**config.mk**
```make
export PLATFORM = sky130hd
export DESIGN_NAME = running_average_with_range_core
export DESIGN_NICKNAME = d
export VERILOG_FILES = /design/src/sv/rawr_pkg.sv /design/src/sv/running_average_with_range_core.sv /design/src/sv/rawr_div.sv
export SDC_FILE = /design/constraint.sdc
export NUM_CORES = 2
export LEC_CHECK = 0
export ABC_AREA = 1
export BUFFER_PORTS_ARGS = -buffer_cell sky130_fd_sc_hd__buf_2
export CORE_MARGIN = 2
export CORE_UTILIZATION = 45
export CTS_CLUSTER_DIAMETER = 120
export CTS_CLUSTER_SIZE = 14
export DETAILED_ROUTE_END_ITERATION = 7
export PLACE_DENSITY = 0.65
export SLEW_MARGIN = 20
export SYNTH_ARGS = -nofsm -noshare
export SYNTH_HDL_FRONTEND = slang
export SYNTH_HIERARCHICAL = 1
export SYNTH_SLANG_ARGS = --single-unit
```
**constraint.sdc**
```tcl
create_clock -name clock -period 27.9 [get_ports clock]
set_input_delay 2.79 -clock clock [delete_from_list [all_inputs] [get_ports clock]]
set_output_delay 2.79 -clock clock [all_outputs]
set_load 0.005 [all_outputs]
```
**src/sv/rawr_pkg.sv**
```systemverilog
// Package for running_average_with_range_core: shared types and constants.
// No dependencies.
`timescale 1ns / 1ps
package rawr_pkg;
   localparam int unsigned CfgIdxW = 2;
   localparam int unsigned CfgDataW = 16;
   localparam logic [CfgIdxW-1:0] CSR_WINDOW_LEN = 2'd0;
   localparam logic [CfgIdxW-1:0] CSR_AVG_LEN = 2'd1;
   localparam logic [CfgIdxW-1:0] CSR_CALIBRATION = 2'd2;
   localparam logic [CfgIdxW-1:0] CSR_FREEZE = 2'd3;
   localparam int unsigned DivW = 64;
   localparam logic [1:0] CHG_NONE = 2'd0;
   localparam logic [1:0] CHG_MAX = 2'd1;
   localparam logic [1:0] CHG_MIN = 2'd2;

   // Divider control: start request and status.
   typedef struct packed {
      logic start;
      logic busy;
      logic done;
   } div_ctl_type;
endpackage

```
**src/sv/running_average_with_range_core.sv**
```systemverilog
// Top level of the running average with range tracker.
// Depends on rawr_pkg and rawr_div.
`timescale 1ns / 1ps
//  channel | dir | handshake            | payload
//  req     | in  | req_valid/req_ready  | req_sample
//  rsp     | out | rsp_valid/rsp_ready  | average .. error_max
//  csr     | in  | csr_we               | csr_index, csr_wdata
// Each sample passes from its accepted beat through a square step, two passes
// through the shared 64-step divider (error filter, then average), a range
// compare and a bounds update to rsp_valid. No new beat is taken while a
// sample is in flight. req_ready is high only when idle and the output register
// is empty or being drained. Synchronous active-high reset returns control,
// config, accumulator and range state to reset values, but not the captured
// sample, delta, warm flag or change code; results stall in rsp until taken.
module running_average_with_range_core #(
   parameter int SAMPLE_BITS = 16,
   parameter int FRAC_BITS = 16
) (
   input  logic clock,
   input  logic reset,
   input  logic req_valid,
   output logic req_ready,
   input  logic signed [SAMPLE_BITS-1:0] req_sample,
   output logic rsp_valid,
   input  logic rsp_ready,
   output logic signed [31:0] rsp_average,
   output logic signed [31:0] rsp_range_min,
   output logic signed [31:0] rsp_range_max,
   output logic [1:0] rsp_range_change,
   output logic signed [31:0] rsp_midpoint,
   output logic [30:0] rsp_half_span,
   output logic [47:0] rsp_mean_sq_error,
   output logic [47:0] rsp_error_min,
   output logic [47:0] rsp_error_max,
   input  logic csr_we,
   input  logic [rawr_pkg::CfgIdxW-1:0] csr_index,
   input  logic [rawr_pkg::CfgDataW-1:0] csr_wdata
);
   import rawr_pkg::*;

   typedef enum logic [5:0] {
      ST_IDLE = 6'b000001, ST_SQ = 6'b000010, ST_EDIV = 6'b000100,
      ST_ADIV = 6'b001000, ST_RANGE = 6'b010000, ST_OUT = 6'b100000
   } state_type;

   localparam logic signed [63:0] S32MAX = 64'sd2147483647;
   localparam logic signed [63:0] S32MIN = -64'sd2147483648;
   localparam logic signed [63:0] S48MAX = 64'sh7FFFFFFFFFFF;
   localparam logic signed [63:0] S48MIN = -64'sh800000000000;
   localparam logic [47:0] U48MAX = '1;

   state_type st_ff, st_in;
   logic [15:0] wlen_ff, alen_ff;
   logic cal_ff, frz_ff;
   logic signed [31:0] avg_ff, v_ff, tmin_ff, tmax_ff, mid_ff, half_ff;
   logic signed [47:0] wsum_ff;
   logic [15:0] cnt_ff;
   logic [47:0] eavg_ff, elo_ff, ehi_ff;
   logic warm_ff;
   logic signed [32:0] delta_ff;
   logic [1:0] chg_ff;
   logic rv_ff;

   logic div_start, div_done;
   logic signed [DivW-1:0] div_num, div_q;
   logic [15:0] div_den;

   // sample promoted to fixed point, saturated to 32 bits
   logic signed [63:0] v_wide, v_sat;
   assign v_wide = 64'(req_sample) <<< FRAC_BITS;
   assign v_sat = v_wide > S32MAX ? S32MAX : (v_wide < S32MIN ? S32MIN : v_wide);

   // squared deviation, saturated to 48 bits, used while in ST_SQ
   logic [32:0] mag;
   logic [65:0] sq;
   logic [65:0] qd_w;
   logic [47:0] qd_sat;
   assign mag = delta_ff[32] ? 33'(-delta_ff) : 33'(delta_ff);
   assign sq = 66'(mag) * 66'(mag);
   assign qd_w = sq >> FRAC_BITS;
   assign qd_sat = qd_w > 66'(U48MAX) ? U48MAX : qd_w[47:0];

   logic signed [63:0] wsum_next, avg_next, eavg_next, d_val;
   logic [15:0] n_val;
   assign n_val = cnt_ff + 16'd1;
   assign wsum_next = 64'(wsum_ff) + 64'(v_ff) > S48MAX ? S48MAX :
                      (64'(wsum_ff) + 64'(v_ff) < S48MIN ? S48MIN :
                       64'(wsum_ff) + 64'(v_ff));

   logic ready_int;
   assign ready_int = st_ff == ST_IDLE && (!rv_ff || rsp_ready);
   assign req_ready = ready_int;

   always_comb begin
      st_in = st_ff; div_start = 1'b0; div_num = '0; div_den = 16'd1;
      case (st_ff)
         ST_IDLE: if (req_valid && ready_int) st_in = ST_SQ;
         ST_SQ: begin
            div_start = 1'b1;
            div_num = 64'(signed'({16'd0, qd_sat})) - 64'(signed'({16'd0, eavg_ff}));
            div_den = warm_ff ? n_val : (wlen_ff == 16'd0 ? 16'd1 : wlen_ff);
            st_in = ST_EDIV;
         end
         ST_EDIV: if (div_done) begin
            div_start = 1'b1;
            div_num = warm_ff ? wsum_next : 64'(delta_ff);
            div_den = warm_ff ? n_val : (alen_ff == 16'd0 ? 16'd1 : alen_ff);
            st_in = ST_ADIV;
         end
         ST_ADIV: if (div_done) st_in = ST_RANGE;
         ST_RANGE: st_in = ST_OUT;
         ST_OUT: st_in = ST_IDLE;
         default: st_in = ST_IDLE;
      endcase
   end

   // pick the average update from the second division
   always_comb begin
      avg_next = warm_ff ? div_q : 64'(avg_ff) + div_q;
      if (avg_next > S32MAX) avg_next = S32MAX;
      else if (avg_next < S32MIN) avg_next = S32MIN;
   end
   assign eavg_next = 64'(signed'({16'd0, eavg_ff})) + div_q;
   assign d_val = cal_ff ? 64'(avg_ff) : 64'(v_ff);

   // new minimum wins over new maximum
   logic [1:0] chg_next;
   always_comb begin
      chg_next = CHG_NONE;
      if (d_val > 64'(tmax_ff)) chg_next = CHG_MAX;
      if (d_val < 64'(tmin_ff)) chg_next = CHG_MIN;
   end

   rawr_div u_div (
      .clock(clock), .reset(reset), .start(div_start), .dividend(div_num),
      .divisor(div_den), .done(div_done), .quotient(div_q)
   );

   logic signed [32:0] span;
   always_ff @(posedge clock) begin
      if (reset) begin
         st_ff <= ST_IDLE; rv_ff <= 1'b0;
         wlen_ff <= 16'd16; alen_ff <= 16'd16; cal_ff <= 1'b0; frz_ff <= 1'b0;
         avg_ff <= '0; wsum_ff <= '0; cnt_ff <= '0;
         tmin_ff <= 32'sh7FFFFFFF; tmax_ff <= 32'sh80000000;
         mid_ff <= '0; half_ff <= '0;
         eavg_ff <= '0; elo_ff <= U48MAX; ehi_ff <= '0;
      end else begin
         st_ff <= st_in;
         if (csr_we) begin
            case (csr_index)
               CSR_WINDOW_LEN: wlen_ff <= csr_wdata;
               CSR_AVG_LEN: alen_ff <= csr_wdata;
               CSR_CALIBRATION: cal_ff <= csr_wdata[0];
               CSR_FREEZE: frz_ff <= csr_wdata[0];
               default: ;
            endcase
         end
         if (rv_ff && rsp_ready && st_ff != ST_OUT) rv_ff <= 1'b0;
         case (st_ff)
            ST_IDLE: if (req_valid && ready_int) begin
               v_ff <= 32'(v_sat);
               delta_ff <= 33'(v_sat) - 33'(avg_ff);
               warm_ff <= cnt_ff < wlen_ff;
            end
            ST_EDIV: if (div_done) begin
               eavg_ff <= eavg_next[47:0];
               if (!warm_ff) begin
                  if (eavg_next[47:0] > ehi_ff) ehi_ff <= eavg_next[47:0];
                  if (eavg_next[47:0] < elo_ff) elo_ff <= eavg_next[47:0];
               end
               if (warm_ff) wsum_ff <= wsum_next[47:0];
            end
            ST_ADIV: if (div_done) begin
               avg_ff <= avg_next[31:0];
               if (warm_ff) cnt_ff <= n_val;
            end
            ST_RANGE: begin
               chg_ff <= chg_next;
               if (d_val > 64'(tmax_ff)) tmax_ff <= d_val[31:0];
               if (d_val < 64'(tmin_ff)) tmin_ff <= d_val[31:0];
            end
            ST_OUT: begin
               if (chg_ff != CHG_NONE && !frz_ff) begin
                  mid_ff <= 32'((33'(tmax_ff) + 33'(tmin_ff)) / 2);
                  half_ff <= 32'((span == 33'sd0 ? 33'sd1 <<< FRAC_BITS : span) / 2);
               end
               rv_ff <= 1'b1;
            end
            default: ;
         endcase
      end
   end
   assign span = 33'(tmax_ff) - 33'(tmin_ff);

   assign rsp_valid = rv_ff;
   assign rsp_average = avg_ff;
   assign rsp_range_min = tmin_ff;
   assign rsp_range_max = tmax_ff;
   assign rsp_range_change = chg_ff;
   assign rsp_midpoint = mid_ff;
   assign rsp_half_span = half_ff[30:0];
   assign rsp_mean_sq_error = eavg_ff;
   assign rsp_error_min = elo_ff;
   assign rsp_error_max = ehi_ff;

   a_ready_idle: assert property (@(posedge clock) disable iff (reset)
      req_ready |-> st_ff == ST_IDLE) else $error("ready outside idle");
   a_cnt_bound: assert property (@(posedge clock) disable iff (reset)
      $rose(rv_ff) |-> $past(st_ff) == ST_OUT) else $error("result without work");
   a_range: assert property (@(posedge clock) disable iff (reset)
      (rv_ff && chg_ff != CHG_NONE) |-> tmin_ff <= tmax_ff) else $error("range inverted");
endmodule

```
**src/sv/rawr_div.sv**
```systemverilog
// Iterative signed divider, one quotient bit per cycle, truncating toward zero.
// Depends on rawr_pkg.
`timescale 1ns / 1ps
module rawr_div (
   input  logic clock,
   input  logic reset,
   input  logic start,
   input  logic signed [rawr_pkg::DivW-1:0] dividend,
   input  logic [15:0] divisor,
   output logic done,
   output logic signed [rawr_pkg::DivW-1:0] quotient
);
   import rawr_pkg::*;
   logic [DivW-1:0] q_ff, q_in;
   logic [16:0] r_ff, r_in;
   logic [15:0] d_ff, d_in;
   logic [6:0] cnt_ff, cnt_in;
   logic neg_ff, neg_in, busy_ff, busy_in, done_ff, done_in;
   logic [17:0] trial;
   logic [DivW-1:0] mag;

   assign mag = dividend[DivW-1] ? DivW'(-dividend) : DivW'(dividend);
   assign trial = {r_ff, q_ff[DivW-1]} - {2'b0, d_ff};

   always_comb begin
      q_in = q_ff; r_in = r_ff; d_in = d_ff; cnt_in = cnt_ff;
      neg_in = neg_ff; busy_in = busy_ff; done_in = 1'b0;
      if (start) begin
         q_in = mag; r_in = '0; d_in = divisor; cnt_in = 7'(DivW);
         neg_in = dividend[DivW-1]; busy_in = 1'b1;
      end else if (busy_ff) begin
         if (!trial[17]) begin
            r_in = trial[16:0];
            q_in = {q_ff[DivW-2:0], 1'b1};
         end else begin
            r_in = {r_ff[15:0], q_ff[DivW-1]};
            q_in = {q_ff[DivW-2:0], 1'b0};
         end
         cnt_in = cnt_ff - 7'd1;
         if (cnt_ff == 7'd1) begin
            busy_in = 1'b0; done_in = 1'b1;
         end
      end
   end

   always_ff @(posedge clock) begin
      if (reset) begin
         busy_ff <= 1'b0; done_ff <= 1'b0; cnt_ff <= '0;
      end else begin
         busy_ff <= busy_in; done_ff <= done_in; cnt_ff <= cnt_in;
      end
      q_ff <= q_in; r_ff <= r_in; d_ff <= d_in; neg_ff <= neg_in;
   end

   assign done = done_ff;
   assign quotient = neg_ff ? DivW'(-q_ff) : DivW'(q_ff);
endmodule
```
# After elaboration in Yosys (flattened, before gate mapping)
# Cells that the tools add are included.
[word_totals] regBits=583 elab_cells=149 input_bits=39 output_inout_bits=307
[op_classes] mux=41 magnitude_cmp=12 bitwise_logic=5 n_mul=1 eq_ne=14 n_addsub=15 reduce_logical=33
[op_table] cell="$mux 64" n=10
[op_table] cell="$mux 33" n=4
[op_table] cell="$neg 64->64" n=2
[op_table] cell="$pmux 64 s2" n=1
[op_table] cell="$mux 16" n=5
[op_table] cell="$mul 33x33->66" n=1
[op_table] cell="$add 32x64->64" n=1
[op_table] cell="$gt 64x32->1" n=1
[op_table] cell="$gt 64x32->1 const B" n=1
[op_table] cell="$gt 64x48->1 const B" n=1
[op_table] cell="$lt 64x32->1" n=1
[op_table] cell="$lt 64x32->1 const B" n=1
[op_table] cell="$lt 64x48->1 const B" n=1
[op_table] cell="$mux 32" n=2
[op_table] cell="$gt 50x48->1 const B" n=1
[op_table] cell="$add 48x32->49" n=1
[op_table] cell="$sub 48x48->49" n=1
[op_table] cell="$add 48x48->48" n=1
[op_table] cell="$gt 48x48->1" n=1
[op_table] cell="$lt 48x48->1" n=1
[op_table] cell="$mux 48" n=1
[op_table] cell="$add 32x32->33" n=1
[op_table] cell="$logic_not 33->1" n=1
[op_table] cell="$neg 33->33" n=1
[op_table] cell="41 further kinds" n=79

# Depth between registers and ports, before layout
[depth] word_depth=10 depth_mapped=77 depth_no_buf=75

# Cells and area by module
# The synthesis kept the hierarchy.
[by_module_without_submodules] module="running_average_with_range_core" area_each_um2=74651.6 seq_area_each_um2=9729.3 cells_each=10618 instances=1
[by_module_without_submodules] module="rawr_div" area_each_um2=10007.1 seq_area_each_um2=2952.8 cells_each=1633 instances=1

# Least setup slack after synthesis
# OpenSTA, ideal clock, no wires.
[synth_timing] path_type="register to register" start="reg delta_ff[0]" end="reg u_div.q_ff[57] (data pin)" path_slack_ns=15.121 setup_time_ns=0.254 required_ns=27.646 path_stages_with_launch=70 arrival_ns=12.525 period_less_slack_ns=12.779 n_path_buf=5 path_cell_list="edfxtp_1 inv_1 clkbuf_1 ha_1 inv_1 nor2_1 inv_1 nor2_1 nand2_1 nand2_1 nand2_1 nand2_1 clkinv_1 buf_1 nor2_1 fa_1 fa_1 fa_1 [34 not listed] nand2_1 nand2_1 nand4_1 nand2_1 nand3_1 nand2_1 nand2_1 nand2_1 nand2_1 nand2_1 nand2_1 buf_2 buf_1 o21ai_0 nand2_1 nand2_1 nand3_1 nand2_1"
[synth_between] elab_chain_cells=10 word_cells_on_any_way=12 cone_classes="3 x add/sub; 1 x mul; 1 x order compare; 7 x mux"
[synth_rtl] item="from (decl)" line="running_average_with_range_core.sv:60" source="logic signed [32:0] delta_ff;"
[synth_rtl] item="from (signal assigned)" line="running_average_with_range_core.sv:163" source="delta_ff <= 33'(v_sat) - 33'(avg_ff);"
[synth_rtl] item="$neg 33->33" line="running_average_with_range_core.sv:78" source="assign mag = delta_ff[32] ? 33'(-delta_ff) : 33'(delta_ff);"
[synth_rtl] item="$mux 33 *" line="running_average_with_range_core.sv:78"
[synth_rtl] item="$mul 33x33->66 *" line="running_average_with_range_core.sv:79" source="assign sq = 66'(mag) * 66'(mag);"
[synth_rtl] item="$gt 50x48->1" line="running_average_with_range_core.sv:81" source="assign qd_sat = qd_w > 66'(U48MAX) ? U48MAX : qd_w[47:0];"
[synth_rtl] item="$mux 48 *" line="running_average_with_range_core.sv:81"
[synth_rtl] item="$sub 48x48->49 *" line="running_average_with_range_core.sv:100" source="div_num = 64'(signed'({16'd0, qd_sat})) - 64'(signed'({16'd0, eavg_ff}));"
[synth_rtl] item="$pmux 64 s2 *" line="running_average_with_range_core.sv:96" source="case (st_ff)"
[synth_rtl] item="via div_num[48]" line="running_average_with_range_core.sv:65" source="logic signed [DivW-1:0] div_num, div_q;"
[synth_rtl] item="$neg 64->64 *" line="rawr_div.sv:22" source="assign mag = dividend[DivW-1] ? DivW'(-dividend) : DivW'(dividend);"
[synth_rtl] item="$mux 64 *" line="rawr_div.sv:22"
[synth_rtl] item="$mux 64 *" line="rawr_div.sv:28" source="if (start) begin"
[synth_rtl] item="via u_div.q_in[57]" line="rawr_div.sv:14" source="logic [DivW-1:0] q_ff, q_in;"
[synth_rtl] item="to (signal assigned)" line="rawr_div.sv:52" source="q_ff <= q_in; r_ff <= r_in; d_ff <= d_in; neg_ff <= neg_in;"
[synth_rtl] item="to (decl)" line="rawr_div.sv:14"
# The timed path passes the listed nets; every way through them passes the cells marked *.
# A chain may end at the register's enable or synchronous reset.

# Worst setup path after layout
[layout_timing] start="reg delta_ff[0]" end="reg u_div.q_ff[38] (data pin)"
# The elaborated chain is that of the path after synthesis.

==> impl_metrics.toml <==
[logic_synthesis]
synth.distinct_cells = 69
synth-main-ff-cell = "dfxtp_1"
synth_seq_cells = 567
synth.top_cell.area_share = 0.210
synth_area_um2 = 84700
synth_edf_count = 133
yosysMostFrequentCell = "inv_1"
synthTopCellsByCount = "inv_1, nand2_1, nor2_1"
yosys_warnings = 6
async_flop_share = 0
syn_inst = 12251
ys_seq_area_frac = 0.150
syn_area_per_cell_um2 = 6.91
synth_area_leaders = "fa_1, inv_1, nand2_1"
yosys.area.top_type = "fa_1"

[layout]
final_area_um2 = 90600
nets = 14100
fin_cells = 14979
regArea_um2 = 12700
syn_to_final_growth_pct = 7.04
multi_input_area_um2 = 61100
layout-drive-gt1-share = 0.0544
nFillCells = 19348

[critical_path]
crit_path_end_kind = "register"
worst-path-max-fanout = 48
startpoint_type = "register"
crit_path_frequent_cell = "nand2_1"
required_ns = 28.30
worst-setup-path-type = "reg2reg"
critical_path.slowest_cell = "clkinv_1"
arrival_ns = 16.43
cpPeakStageDelay_ns = 1.04

[die]
start_util = 0.452
core-area_um2 = 187000
die_x_um = 438
die_h_um = 438
die-area_um2 = 192000
io_pins = 346
rows = 159

[placement]
place_area_um2 = 89100
dp_cells = 14890
gp_congestion = 1.05
io_buffers = 345
dp_hpwl_um = 286000

[drt]
vias = 81965
wl_um = 346000
first_pass_iters = 7
routedWlPerCell_um = 23.1
drt_iter0_drc = 7416
ant_nets = 0
drcViolationCount = 0
via_per_inst = 5.47

[sta]
holdWs_ns = 0.469
finalSetupViolations = 0
rsz0062_at_grt = "false"
fin_tns_setup_ns = 0
worst_pin_slew_ns = 1.25
slew-limit-headroom = 0.159
min_period_ns = 16.03
timing.fmax_mhz = 62.4
slew_viol_final = 0
min_period_over_period = 0.574
fin_skew_ns = 0.0751
final_hold_viol_count = 0

[global_routing]
globalRouteTotalUtil = 0.357
grt_pass1_vias = 81099
grt_max_degree = 88
grt_pass1_wl_um = 513000
grt_overflow_total = 0
grt_antenna_before_repair = 17

[clock_tree]
path_clk_slew_ns = 0.08
cts.sink_count = 567
insertion_delay_ns = 0.73
post_cts_buffers = 0
cts_tree = "built"
ctsResizeCount = 0
clockRootBuffer = "clkbuf_16"
htreeDepth = 2
hold_buffers = 0
cts-buffers-inserted = 49
max-clock-path-buffers = 3

[run]
drv_cap = 0

[hold_path]
hold_path.class = "reg2reg"

[outcome]
status = "completed"
path summary, 6_finish.rpt:
| kind | startpoint | endpoint | slack, ns | depth (start not counted) |
|---|---|---|---|---|
| worst max-delay path | delta_ff[0]$_DFFE_PP_ | u_div/q_ff[38]$_DFFE_PP_ | 11.87 | 57 |
| worst min-delay path | rsp_midpoint[15]$_SDFFE_PP0P_ | rsp_midpoint[15]$_SDFFE_PP0P_ | 0.47 | 2 |
| worst max register to register | delta_ff[0]$_DFFE_PP_ | u_div/q_ff[38]$_DFFE_PP_ | 11.87 | 57 |
| worst min register to register | rsp_midpoint[15]$_SDFFE_PP0P_ | rsp_midpoint[15]$_SDFFE_PP0P_ | 0.47 | 2 |
layout by cell type, fill, tap and decap left out, types with 98 or more instances in the layout:
cell type	instances
inv_1	2534
nand2_1	2528
nor2_1	1398
fa_1	887
a21oi_1	738
ha_1	728
nand3_1	644
o21ai_0	618
dfxtp_1	433
buf_2	344
xor2_1	259
edfxtp_1	133
xnor2_1	128
nand4_1	114
buf_4	106
nor3_1	98
metal layers:
metal | up-vias | share of wire | track usage | routed length, um
met1 | 39392 | 0.41 | 0.467 | 144000
met2 | 3244 | 0.44 | 0.560 | 152000
met3 | 700 | 0.079 | 0.0608 | 27300
met4 | 8 | 0.068 | 0.201 | 23400
met5 | - | 0.00014 | 0 | 49
li1 | 38621 | - | - | -
cells by family (layout without fill, tap and decap cells):
group                      count (synthesis)  in the layout  synth area share
buffers and inverters                   2905           3103             0.130
other                                      2             37         0.0000887
xor gates and xnor gates                 390            390            0.0405
AOI/OAI and AO/OA                       1773           1773             0.117
and+or+nand+nor                         4999           4999             0.245
adders and majority gates               1615           1615             0.317
DFF                                      567            567             0.150
through the flow:
| step | utilization | worst slack [ns] |
|---|---|---|
| 4_1_cts | 0.483 | 12.18 |
| 3_3_place_gp | 0.476 | 12.40 |
| 5_1_grt | 0.483 | 10.76 |
| 2_1_floorplan | - | 15.12 |
| 3_5_place_dp | 0.476 | 12.26 |
| 6_report | 0.484 | 11.87 |
state kept, by name (all words and copies together) (netlist names), 17 cells and up:
name,cells
rsp_error_max,48
delta_ff,33
rsp_range_max,32
wsum_ff,48
rsp_error_min,48
rsp_range_min,32
u_div/r_ff,17
half_ff,31
rsp_mean_sq_error,48
u_div/q_ff,64
rsp_midpoint,32
rsp_average,32
critical path, delay by kind of cell (launching register included):
family,cells,cell delay [ns]
fa+ha+maj,11,5.12
xor+xnor,1,0.18
flops,1,0.46
simple gates,23,5.31
buf+inv,11,1.82
compound gates,11,2.78
area by class of cell:
cell class	count	share of cell area
clock buffer	70	0.0145
antenna	10	0.000276
tap	2495	0.0344
clock inverter	9	0.00168
timing repair buffer	451	0.0279
sequential	567	0.140
multi-input combinational	8804	0.675
inverter	2573	0.107
Power is left out: the tool's default activity adds up to more than one toggle a clock period on the data nets, which glitch-free logic cannot reach.
